[src/rtl/swrc_pkg.sv]
// package: codes, reset values and word types of the stop-and-wait retry controller
`timescale 1ns / 1ps
`default_nettype none
package swrc_pkg;

  localparam logic [7:0]  MAX_PAYLOAD_DEF = 8'd240;
  localparam logic [15:0] TIMEOUT_RST     = 16'd1000;
  localparam logic [7:0]  RETRY_RST       = 8'd3;
  localparam logic [7:0]  NEXT_ID_RST     = 8'd1;
  localparam int          QUEUE_DEPTH     = 2;

  typedef enum logic [1:0] {
    FUNC_SEND = 2'd0,
    FUNC_RX   = 2'd1,
    FUNC_TICK = 2'd2,
    FUNC_NONE = 2'd3
  } func_t;

  typedef enum logic [1:0] {
    RX_DATA    = 2'd0,
    RX_ACK     = 2'd1,
    RX_NACK    = 2'd2,
    RX_UNKNOWN = 2'd3
  } rx_kind_t;

  typedef enum logic [2:0] {
    K_TX_DATA = 3'd0,
    K_TX_ACK  = 3'd1,
    K_DELIVER = 3'd2,
    K_SUCCESS = 3'd3,
    K_FAILED  = 3'd4,
    K_TIMEOUT = 3'd5,
    K_REJECT  = 3'd6
  } kind_t;

  typedef enum logic {
    CFG_TIMEOUT = 1'b0,
    CFG_RETRY   = 1'b1
  } cfg_idx_t;

  typedef enum logic [1:0] {
    B_EMPTY  = 2'd0,
    B_FIRST  = 2'd1,
    B_SECOND = 2'd2
  } back_state_t;

  typedef struct packed {
    kind_t       kind;
    logic [7:0]  msg_id;
    logic [7:0]  attempt;
  } res_t;

  typedef struct packed {
    logic [31:0] sent;
    logic [31:0] timeouts;
    logic [31:0] retries;
    logic [31:0] acks;
  } stats_t;

  // one queued entry: the one or two results of an input item
  typedef struct packed {
    res_t   r0;
    res_t   r1;
    logic   two;
    logic   pending;
    stats_t stats;
  } entry_t;

endpackage
`default_nettype wire

[src/rtl/swrc_front.sv]
// front part: protocol state, statistics and classification of input words
`timescale 1ns / 1ps
`default_nettype none
module swrc_front #(
  parameter logic [7:0] MAX_PAYLOAD = swrc_pkg::MAX_PAYLOAD_DEF
) (
  input  wire logic             clk,
  input  wire logic             rst_n,
  input  wire logic             in_valid,
  input  wire logic             in_ready,
  input  wire logic [1:0]       in_func,
  input  wire logic [7:0]       in_payload_len,
  input  wire logic [1:0]       in_rx_kind,
  input  wire logic [7:0]       in_rx_id,
  input  wire logic             in_rx_frame_ok,
  input  wire logic             cfg_valid,
  input  wire logic             cfg_index,
  input  wire logic [15:0]      cfg_data,
  output logic                  push,
  output swrc_pkg::entry_t      push_entry
);

  logic [15:0] timeout_ticks_r;
  logic [7:0]  retry_limit_r;
  logic [7:0]  next_id_r, next_id_nxt;
  logic        waiting_r, waiting_nxt;
  logic [7:0]  pending_id_r, pending_id_nxt;
  logic [7:0]  retries_r, retries_nxt;
  logic [15:0] elapsed_r, elapsed_nxt;
  swrc_pkg::stats_t stats_r, stats_nxt;

  logic [1:0]       n_res;
  swrc_pkg::res_t   r0, r1;
  swrc_pkg::res_t   rf_res;
  logic             rf_fail;
  logic [15:0]      elapsed_inc;
  logic             match;
  logic             accept;

  assign accept = in_valid && in_ready;
  assign match  = waiting_r && (in_rx_id == pending_id_r);

  // retransmit or give up
  assign rf_fail     = retries_r >= retry_limit_r;
  assign rf_res.kind = rf_fail ? swrc_pkg::K_FAILED : swrc_pkg::K_TX_DATA;
  assign rf_res.msg_id  = pending_id_r;
  assign rf_res.attempt = rf_fail ? retries_r : retries_r + 8'd1;
  assign elapsed_inc = (elapsed_r == 16'hFFFF) ? elapsed_r : elapsed_r + 16'd1;

  always_comb begin
    next_id_nxt    = next_id_r;
    waiting_nxt    = waiting_r;
    pending_id_nxt = pending_id_r;
    retries_nxt    = retries_r;
    elapsed_nxt    = elapsed_r;
    stats_nxt      = stats_r;
    n_res          = 2'd0;
    r0             = '{kind: swrc_pkg::K_TX_DATA, msg_id: 8'd0, attempt: retries_r};
    r1             = rf_res;
    unique case (swrc_pkg::func_t'(in_func))
      swrc_pkg::FUNC_SEND: begin
        n_res = 2'd1;
        if (in_payload_len > MAX_PAYLOAD || waiting_r) begin
          r0.kind = swrc_pkg::K_REJECT;
        end else begin
          pending_id_nxt = next_id_r;
          next_id_nxt    = next_id_r + 8'd1;
          waiting_nxt    = 1'b1;
          retries_nxt    = 8'd0;
          elapsed_nxt    = 16'd0;
          stats_nxt.sent = stats_r.sent + 32'd1;
          r0             = '{kind: swrc_pkg::K_TX_DATA, msg_id: next_id_r, attempt: 8'd0};
        end
      end
      swrc_pkg::FUNC_TICK: begin
        if (waiting_r) begin
          elapsed_nxt = elapsed_inc;
          if (elapsed_inc >= timeout_ticks_r) begin
            n_res              = 2'd2;
            stats_nxt.timeouts = stats_r.timeouts + 32'd1;
            r0 = '{kind: swrc_pkg::K_TIMEOUT, msg_id: pending_id_r, attempt: retries_r};
            if (rf_fail) begin
              waiting_nxt = 1'b0;
            end else begin
              retries_nxt       = retries_r + 8'd1;
              stats_nxt.retries = stats_r.retries + 32'd1;
              stats_nxt.sent    = stats_r.sent + 32'd1;
              elapsed_nxt       = 16'd0;
            end
          end
        end
      end
      swrc_pkg::FUNC_RX: begin
        if (in_rx_frame_ok) begin
          unique case (swrc_pkg::rx_kind_t'(in_rx_kind))
            swrc_pkg::RX_DATA: begin
              r0 = '{kind: swrc_pkg::K_TX_ACK, msg_id: in_rx_id, attempt: retries_r};
              r1 = '{kind: swrc_pkg::K_DELIVER, msg_id: in_rx_id, attempt: retries_r};
              n_res = (in_payload_len != 8'd0) ? 2'd2 : 2'd1;
            end
            swrc_pkg::RX_ACK: begin
              if (match) begin
                n_res          = 2'd1;
                waiting_nxt    = 1'b0;
                stats_nxt.acks = stats_r.acks + 32'd1;
                r0 = '{kind: swrc_pkg::K_SUCCESS, msg_id: in_rx_id, attempt: retries_r};
              end
            end
            swrc_pkg::RX_NACK: begin
              if (match) begin
                n_res = 2'd1;
                r0    = rf_res;
                if (rf_fail) begin
                  waiting_nxt = 1'b0;
                end else begin
                  retries_nxt       = retries_r + 8'd1;
                  stats_nxt.retries = stats_r.retries + 32'd1;
                  stats_nxt.sent    = stats_r.sent + 32'd1;
                  elapsed_nxt       = 16'd0;
                end
              end
            end
            default: begin
              n_res = 2'd0;
            end
          endcase
        end
      end
      default: begin
        n_res = 2'd0;
      end
    endcase
  end

  assign push               = accept && (n_res != 2'd0);
  assign push_entry.r0      = r0;
  assign push_entry.r1      = r1;
  assign push_entry.two     = (n_res == 2'd2);
  assign push_entry.pending = waiting_nxt;
  assign push_entry.stats   = stats_nxt;

  always_ff @(posedge clk) begin
    if (!rst_n) begin
      timeout_ticks_r <= swrc_pkg::TIMEOUT_RST;
      retry_limit_r   <= swrc_pkg::RETRY_RST;
      next_id_r       <= swrc_pkg::NEXT_ID_RST;
      waiting_r       <= 1'b0;
      pending_id_r    <= 8'd0;
      retries_r       <= 8'd0;
      elapsed_r       <= 16'd0;
      stats_r         <= '0;
    end else begin
      if (cfg_valid) begin
        unique case (swrc_pkg::cfg_idx_t'(cfg_index))
          swrc_pkg::CFG_TIMEOUT: timeout_ticks_r <= cfg_data;
          swrc_pkg::CFG_RETRY:   retry_limit_r   <= cfg_data[7:0];
          default:               retry_limit_r   <= retry_limit_r;
        endcase
      end
      if (accept) begin
        next_id_r    <= next_id_nxt;
        waiting_r    <= waiting_nxt;
        pending_id_r <= pending_id_nxt;
        retries_r    <= retries_nxt;
        elapsed_r    <= elapsed_nxt;
        stats_r      <= stats_nxt;
      end
    end
  end

endmodule
`default_nettype wire

[src/rtl/swrc_queue.sv]
// short queue of result entries between front and back
`timescale 1ns / 1ps
`default_nettype none
module swrc_queue (
  input  wire logic              clk,
  input  wire logic              rst_n,
  input  wire logic              push,
  input  wire swrc_pkg::entry_t  push_entry,
  output logic                   full,
  output logic                   q_valid,
  output swrc_pkg::entry_t       q_entry,
  input  wire logic              pop
);

  localparam int Depth = swrc_pkg::QUEUE_DEPTH;
  localparam int PtrW  = (Depth > 1) ? $clog2(Depth) : 1;
  localparam int CntW  = $clog2(Depth + 1);

  swrc_pkg::entry_t mem_r [Depth];
  logic [PtrW-1:0]  wr_ptr_r, wr_ptr_nxt;
  logic [PtrW-1:0]  rd_ptr_r, rd_ptr_nxt;
  logic [CntW-1:0]  count_r, count_nxt;
  logic             do_pop;

  assign full    = (count_r == CntW'(Depth));
  assign q_valid = (count_r != '0);
  assign q_entry = mem_r[rd_ptr_r];
  assign do_pop  = pop && q_valid;

  always_comb begin
    wr_ptr_nxt = wr_ptr_r;
    rd_ptr_nxt = rd_ptr_r;
    count_nxt  = count_r;
    if (push) begin
      wr_ptr_nxt = (wr_ptr_r == PtrW'(Depth - 1)) ? '0 : wr_ptr_r + PtrW'(1);
    end
    if (do_pop) begin
      rd_ptr_nxt = (rd_ptr_r == PtrW'(Depth - 1)) ? '0 : rd_ptr_r + PtrW'(1);
    end
    case ({push, do_pop})
      2'b10:   count_nxt = count_r + CntW'(1);
      2'b01:   count_nxt = count_r - CntW'(1);
      default: count_nxt = count_r;
    endcase
  end

  always_ff @(posedge clk) begin
    if (push) begin
      mem_r[wr_ptr_r] <= push_entry;
    end
  end

  always_ff @(posedge clk) begin
    if (!rst_n) begin
      wr_ptr_r <= '0;
      rd_ptr_r <= '0;
      count_r  <= '0;
    end else begin
      wr_ptr_r <= wr_ptr_nxt;
      rd_ptr_r <= rd_ptr_nxt;
      count_r  <= count_nxt;
    end
  end

endmodule
`default_nettype wire

[src/rtl/swrc_back.sv]
// back part: output register that plays out one or two result words per entry
`timescale 1ns / 1ps
`default_nettype none
module swrc_back (
  input  wire logic              clk,
  input  wire logic              rst_n,
  input  wire logic              q_valid,
  input  wire swrc_pkg::entry_t  q_entry,
  output logic                   pop,
  output logic                   out_valid,
  input  wire logic              out_ready,
  output logic [2:0]             out_kind,
  output logic [7:0]             out_msg_id,
  output logic [7:0]             out_attempt,
  output logic                   out_pending,
  output logic                   out_last,
  output logic [31:0]            out_sent_count,
  output logic [31:0]            out_timeout_count,
  output logic [31:0]            out_retry_count_total,
  output logic [31:0]            out_ack_count
);

  swrc_pkg::back_state_t state_r, state_nxt;
  swrc_pkg::entry_t      ent_r;
  swrc_pkg::res_t        cur;

  always_comb begin
    state_nxt = state_r;
    unique case (state_r)
      swrc_pkg::B_EMPTY: begin
        if (q_valid) state_nxt = swrc_pkg::B_FIRST;
      end
      swrc_pkg::B_FIRST: begin
        if (out_ready) begin
          if (ent_r.two)    state_nxt = swrc_pkg::B_SECOND;
          else if (q_valid) state_nxt = swrc_pkg::B_FIRST;
          else              state_nxt = swrc_pkg::B_EMPTY;
        end
      end
      swrc_pkg::B_SECOND: begin
        if (out_ready) state_nxt = q_valid ? swrc_pkg::B_FIRST : swrc_pkg::B_EMPTY;
      end
      default: state_nxt = swrc_pkg::B_EMPTY;
    endcase
  end

  always_comb begin
    pop       = 1'b0;
    out_valid = 1'b0;
    out_last  = 1'b0;
    cur       = ent_r.r0;
    unique case (state_r)
      swrc_pkg::B_EMPTY: begin
        pop = q_valid;
      end
      swrc_pkg::B_FIRST: begin
        out_valid = 1'b1;
        out_last  = !ent_r.two;
        pop       = q_valid && out_ready && !ent_r.two;
      end
      swrc_pkg::B_SECOND: begin
        out_valid = 1'b1;
        out_last  = 1'b1;
        cur       = ent_r.r1;
        pop       = q_valid && out_ready;
      end
      default: begin
        pop = 1'b0;
      end
    endcase
  end

  assign out_kind              = cur.kind;
  assign out_msg_id            = cur.msg_id;
  assign out_attempt           = cur.attempt;
  assign out_pending           = ent_r.pending;
  assign out_sent_count        = ent_r.stats.sent;
  assign out_timeout_count     = ent_r.stats.timeouts;
  assign out_retry_count_total = ent_r.stats.retries;
  assign out_ack_count         = ent_r.stats.acks;

  always_ff @(posedge clk) begin
    if (pop) begin
      ent_r <= q_entry;
    end
  end

  always_ff @(posedge clk) begin
    if (!rst_n) begin
      state_r <= swrc_pkg::B_EMPTY;
    end else begin
      state_r <= state_nxt;
    end
  end

endmodule
`default_nettype wire

[src/rtl/stop_and_wait_retry_controller_unit.sv]
// top level: stop-and-wait retry controller with front, queue and back parts
//
// input channel (in_*): one word is a send request, a received frame or a time
// tick. the front updates the protocol state and statistics in the cycle the
// word is accepted and queues its results; words that cause no result leave
// nothing in the queue.
// result channel (out_*): one or two words per input word, out_last on the
// final one; each carries the pending flag and counters after that input.
// the results of an accepted input word are written into the queue, then
// loaded into the output register, and shown from there.
// throughput: one input word per cycle while the two-entry queue has
// room; the back side plays out one result word per cycle while out_ready
// is high, so an input with two results occupies the output for both words.
// configuration (cfg_*): index 0 timeout in ticks, index 1 retry limit; always
// ready; written only while the block is idle, which is left to the user.
// reset (rst_n low, synchronous): queue and output emptied, timeout 1000,
// retry limit 3, next id 1, nothing pending, counters cleared.
// stall: when out_ready is low the shown word holds; once the queue is full
// in_ready drops until the receiver takes words again.
`timescale 1ns / 1ps
`default_nettype none
module stop_and_wait_retry_controller_unit #(
  parameter logic [7:0] MAX_PAYLOAD = swrc_pkg::MAX_PAYLOAD_DEF
) (
  input  wire logic        clk,
  input  wire logic        rst_n,
  input  wire logic        in_valid,
  output logic             in_ready,
  input  wire logic [1:0]  in_func,
  input  wire logic [7:0]  in_payload_len,
  input  wire logic [1:0]  in_rx_kind,
  input  wire logic [7:0]  in_rx_id,
  input  wire logic        in_rx_frame_ok,
  output logic             out_valid,
  input  wire logic        out_ready,
  output logic [2:0]       out_kind,
  output logic [7:0]       out_msg_id,
  output logic [7:0]       out_attempt,
  output logic             out_pending,
  output logic             out_last,
  output logic [31:0]      out_sent_count,
  output logic [31:0]      out_timeout_count,
  output logic [31:0]      out_retry_count_total,
  output logic [31:0]      out_ack_count,
  input  wire logic        cfg_valid,
  output logic             cfg_ready,
  input  wire logic        cfg_index,
  input  wire logic [15:0] cfg_data
);

  logic             push;
  swrc_pkg::entry_t push_entry;
  logic             full;
  logic             q_valid;
  swrc_pkg::entry_t q_entry;
  logic             pop;

  assign in_ready  = !full;
  assign cfg_ready = 1'b1;

  swrc_front #(
    .MAX_PAYLOAD(MAX_PAYLOAD)
  ) u_front (
    .clk            (clk),
    .rst_n          (rst_n),
    .in_valid       (in_valid),
    .in_ready       (in_ready),
    .in_func        (in_func),
    .in_payload_len (in_payload_len),
    .in_rx_kind     (in_rx_kind),
    .in_rx_id       (in_rx_id),
    .in_rx_frame_ok (in_rx_frame_ok),
    .cfg_valid      (cfg_valid),
    .cfg_index      (cfg_index),
    .cfg_data       (cfg_data),
    .push           (push),
    .push_entry     (push_entry)
  );

  swrc_queue u_queue (
    .clk        (clk),
    .rst_n      (rst_n),
    .push       (push),
    .push_entry (push_entry),
    .full       (full),
    .q_valid    (q_valid),
    .q_entry    (q_entry),
    .pop        (pop)
  );

  swrc_back u_back (
    .clk                   (clk),
    .rst_n                 (rst_n),
    .q_valid               (q_valid),
    .q_entry               (q_entry),
    .pop                   (pop),
    .out_valid             (out_valid),
    .out_ready             (out_ready),
    .out_kind              (out_kind),
    .out_msg_id            (out_msg_id),
    .out_attempt           (out_attempt),
    .out_pending           (out_pending),
    .out_last              (out_last),
    .out_sent_count        (out_sent_count),
    .out_timeout_count     (out_timeout_count),
    .out_retry_count_total (out_retry_count_total),
    .out_ack_count         (out_ack_count)
  );

endmodule
`default_nettype wire

[config.mk]
export PLATFORM = sky130hd
export DESIGN_NAME = stop_and_wait_retry_controller_unit
export DESIGN_NICKNAME = d
export VERILOG_FILES = /design/src/rtl/swrc_pkg.sv /design/src/rtl/swrc_front.sv /design/src/rtl/swrc_queue.sv /design/src/rtl/swrc_back.sv /design/src/rtl/stop_and_wait_retry_controller_unit.sv
export SDC_FILE = /design/constraint.sdc
export NUM_CORES = 1
export LEC_CHECK = 0
export BUFFER_PORTS_ARGS = -buffer_cell sky130_fd_sc_hd__buf_2
export CAP_MARGIN = 20
export CORE_MARGIN = 8
export CORE_UTILIZATION = 40
export CTS_BUF_LIST = sky130_fd_sc_hd__clkbuf_4 sky130_fd_sc_hd__clkbuf_8
export CTS_CLUSTER_SIZE = 16
export DETAILED_ROUTE_END_ITERATION = 10
export GPL_TIMING_DRIVEN = 0
export PLACE_DENSITY = 0.64
export SLEW_MARGIN = 20
export SYNTH_ARGS = -nofsm -noshare
export SYNTH_HDL_FRONTEND = slang
export SYNTH_SLANG_ARGS = --single-unit
[constraint.sdc]
create_clock -name clk -period 23 [get_ports clk]
set_input_delay 4.6 -clock clk [delete_from_list [all_inputs] [get_ports clk]]
set_output_delay 4.6 -clock clk [all_outputs]
set_load 0.03 [all_outputs]
==> impl_metrics.csv <==
group,metric,value,unit
pwr,ir_drop,0.0440,mV
critical_path,worstPathRequired,23.45,ns
place,hpwl_detailed,70400,µm
route,wl_met2,44700,µm
synth,fraction_of_synthesis_flops_using_an_asynchronous_set_or_reset_pin,0,
layout,layout-drive-gt1-share,0.241,
synth,synth-main-ff-cell,"sky130_fd_sc_hd__edfxtp_1",
synth,mappedNetlistNets,2986,
place,placedInstanceArea,35900,µm²
clock_tree,cts_max_path_buffers,3,
global_routing,number_of_global_route_vias_before_repair,23600,
route,ant_nets,0,
clock_tree,cts.sinks,700,
pwr,power.switching,1.17,mW
timing,period_minus_slack,8.13,ns
critical_path,setup.worst_path.start,"in_func[0]",
place,detailedPlace.worstSlack,14.13,ns
synth,syn_avg_cell_area,11.4,µm²
global_routing,grt_antenna_before_repair,7,
critical_path,worst_path_arrival,8.58,ns
route,routed-via-count,24800,
critical_path,setup.worst_path.class,"in -> reg",
route,wl_met3,8750,µm
layout,final_core_utilization,0.470,
pwr,static-leakage-power,13.5,nW
pwr,pwr-share-seq,0.429,
timing,fin_hold_ws,0.459,ns
floorplan,die_width,303,µm
synth,ff_latch_count_synth,700,
floorplan,floorplan_die_height,303,µm
clock_tree,tritoncts,"yes",
pwr,pwr-share-comb,0.247,
clock_tree,cts_made_buffers,117,
place,gp_congestion,1.00,
route,wire_per_inst,22.1,µm
critical_path,timing.critical_path.fanout_max,25,
route,drt_first_pass_iters,8,
synth,yosys_warnings,0,
critical_path,worstSetupStartpointType,"input pin",
outcome,outcome,"complete, no violations",
critical_path,critical_path.endpoint_type,"flop",
timing,finalWorstSetupSlack,14.87,ns
clock_tree,post_cts_sizing_count,0,
min_path,holdPathEnd,"u_front.retry_limit_r[4]",
timing,layout_worst_path_cycle_share,0.354,
clock_tree,clock_tree.root_cell,"sky130_fd_sc_hd__clkbuf_8",
timing,timing.slew.headroom,0.252,
critical_path,reg2reg_depth,19,
pwr,p_int,2.56,mW
timing,clock_skew,0.0528,ns
synth,yosysTopAreaCellShare,0.455,
timing,setup-violations-final,0,
floorplan,core-area,82000,µm²
route,final_wirelength,97700,µm
synth,ys_seq_area_frac,0.576,
place,portBuffers,193,
timing,setup_total_negative_slack,0,ns
global_routing,global_route.usage.total,0.207,
floorplan,floorplan.initialDensity,0.403,
pwr,power_switching_share,0.313,
timing,finalMaxSlewViolations,0,
timing,rsz0062_at_grt,"no",
route,dr.max_layer_used,"met5",
clock_tree,clock_tree.htree_level_count,3,
layout,finalNetCount,3333,
layout,area_growth,16.6,%
floorplan,boundaryPins,195,
synth,synthDistinctLibCells,83,
min_path,holdCritStartpoint,"u_front.retry_limit_r[4]",
timing,number_of_hold_slack_violations_in_the_final_timing_report,0,
layout,layout.area.seq,19000,µm²
layout,multiInputGateArea,12200,µm²
route,route.detailed.drc,0,
critical_path,worstReg2RegStart,"u_front.elapsed_r[0]",
layout,design_area,38500,µm²
clock_tree,worstSkewPairLatency,0.78,ns
synth,netlist_top_cells_area,"sky130_fd_sc_hd__edfxtp_1 (46%), sky130_fd_sc_hd__dfxtp_1 (12%), sky130_fd_sc_hd__mux2_2 (6.5%)",
synth,postSynthCellCount,2899,
timing,fmax,0.123,GHz
min_path,holdPathStages,2,
clock_tree,hold_buffers,0,
timing,worstMarginPinSlew,1.12,ns
floorplan,fp.dieArea,92100,µm²
synth,synth_top_cell_by_area,"sky130_fd_sc_hd__edfxtp_1",
pwr,clock_network_fraction_of_total_power,0.324,
route,drt-initial-drc-count,2681,
synth,number_of_enable_flip_flop_cells_after_synthesis,501,
critical_path,ff2ff_setup_slack,16.39,ns
clock_tree,post_cts_buffers,0,
critical_path,reg2reg_to,"u_queue.mem_r[1][88]",
route,wl_met1,40300,µm
route,route.detailed.vias_per_inst,5.60,
global_routing,grt_max_degree,26,
clock_tree,path_clk_slew,0.06,ns
min_path,hp-class,"reg -> reg",
global_routing,overflow,0,
synth,mappedNetlistArea,33000,µm²
global_routing,grt_first_pass_wirelength,145000,µm
floorplan,num_rows,105,
pwr,power.density_cell_area,96.6,nW/µm²
job,maxCapViolations,0,
layout,fill_cells,7574,
## logic make-up after synthesis
group,after synthesis,synth area share
simple gates,904,0.135
xor+xnor,136,0.0360
fa+ha+maj,44,0.0167
mux,201,0.0681
flops,700,0.576
compound gates,549,0.112
other cells,1,0.000113
buf+inv,364,0.0567
## cells in the final DEF (no fill, tap or decap), drive strengths merged, types with 79 or more instances in the layout
master / n
mux2: 192
nand3: 109
nor2: 196
nand2: 253
xnor2: 79
clkbuf: 287
o21ai: 105
a21oi: 115
buf: 396
edfxtp: 501
dfxtp: 199
## cells in the mapped netlist (all sizes together), types with 5 or more instances
cell type,number
nor2,196
o31ai,46
o32ai,6
a222oi,9
ha,44
nand3,109
a41oi,15
o21ai,105
buf,168
xor2,57
a31o,6
a32o,8
and4,13
o21a,13
or2,12
a22o,5
o41ai,8
clkbuf,131
mux2i,9
a21o,10
edfxtp,501
nor4,35
nor3,67
a211oi,23
a31oi,54
a21boi,7
inv,64
or3,31
or4,22
o311ai,14
nand4,66
o22ai,11
nand2b,14
a21oi,115
nand2,253
dfxtp,199
and3,42
mux2,192
and2,28
xnor2,79
a22oi,15
o211ai,27
a311oi,11
## power by group through the flow
stage / sequential (mW) / clock [mW] / combinational (mW)
finish: 1.59 / 1.21 / 0.921
global route: 1.61 / 1.29 / 0.976
CTS: 1.60 / 1.23 / 0.931
detailed placement: 1.62 / 0 / 0.928
global placement: 1.72 / 0 / 0.886
floorplan: 1.67 / 0 / 0.621
## metrics by stage
step	power, mW	cells
floorplan	2.29	2899
global placement	2.61	4162
detailed placement	2.55	4197
CTS	3.76	4417
global route	3.88	4418
finish	3.72	4421
## flip-flops by register name (all words and copies together) (netlist names)
register,count
u_back.out_sent_count,32
u_back.out_timeout_count,32
u_back.ent_r,38
u_queue.mem_r,334
u_front.timeout_ticks_r,16
u_back.out_retry_count_total,32
u_queue.rd_ptr_r,1
u_front.elapsed_r,16
u_queue.wr_ptr_r,1
u_front.retry_limit_r,8
u_front.pending_id_r,8
u_front.retries_r,8
u_back.state_r,2
u_back.out_ack_count,32
u_back.out_pending,1
u_front.waiting_r,1
u_front.stats_r,128
u_queue.count_r,2
u_front.next_id_r,8
## routing by layer
layer | global-route usage | vias up
met4 | 0.0886 | 4
met5 | 0 | -
met2 | 0.329 | 1103
met3 | 0.0467 | 244
li1 | - | 11500
met1 | 0.270 | 11900
## layout make-up
type / instances / area share
inverters: 65 / 0.00633
well taps: 1070 / 0.0348
multi-input cells: 1835 / 0.316
clock inverters: 64 / 0.0160
repair buffers: 228 / 0.0390
flip-flops and latches: 700 / 0.494
plain buffers: 299 / 0.0424
clock buffers: 156 / 0.0510
diodes: 4 / 0.000260
## critical path, cell delays in order
cell	delay (ns)
sky130_fd_sc_hd__buf_2	0.12
sky130_fd_sc_hd__inv_1	0.08
sky130_fd_sc_hd__ha_1	0.20
sky130_fd_sc_hd__clkbuf_1	0.41
sky130_fd_sc_hd__nand2_1	0.20
sky130_fd_sc_hd__clkbuf_1	0.39
sky130_fd_sc_hd__nor2_1	0.91
sky130_fd_sc_hd__o31ai_2	0.35
sky130_fd_sc_hd__nor2_4	0.60
sky130_fd_sc_hd__buf_16	0.26
sky130_fd_sc_hd__buf_12	0.21
sky130_fd_sc_hd__buf_12	0.21
## worst max-delay path by stage
stage / cells after the start / slack [ns] / to
finish: 12 / 14.87 / u_queue.mem_r[1][88]
global route: 12 / 14.87 / u_queue.mem_r[1][91]
CTS: 12 / 14.94 / u_queue.mem_r[1][68]
detailed placement: 12 / 14.13 / u_queue.mem_r[1][91]
global placement: 3 / -0.47 / u_back.out_sent_count[4]
floorplan: 2 / 6.13 / u_back.ent_r[129]
No activity file was read; power rests on OpenSTA's default activity.
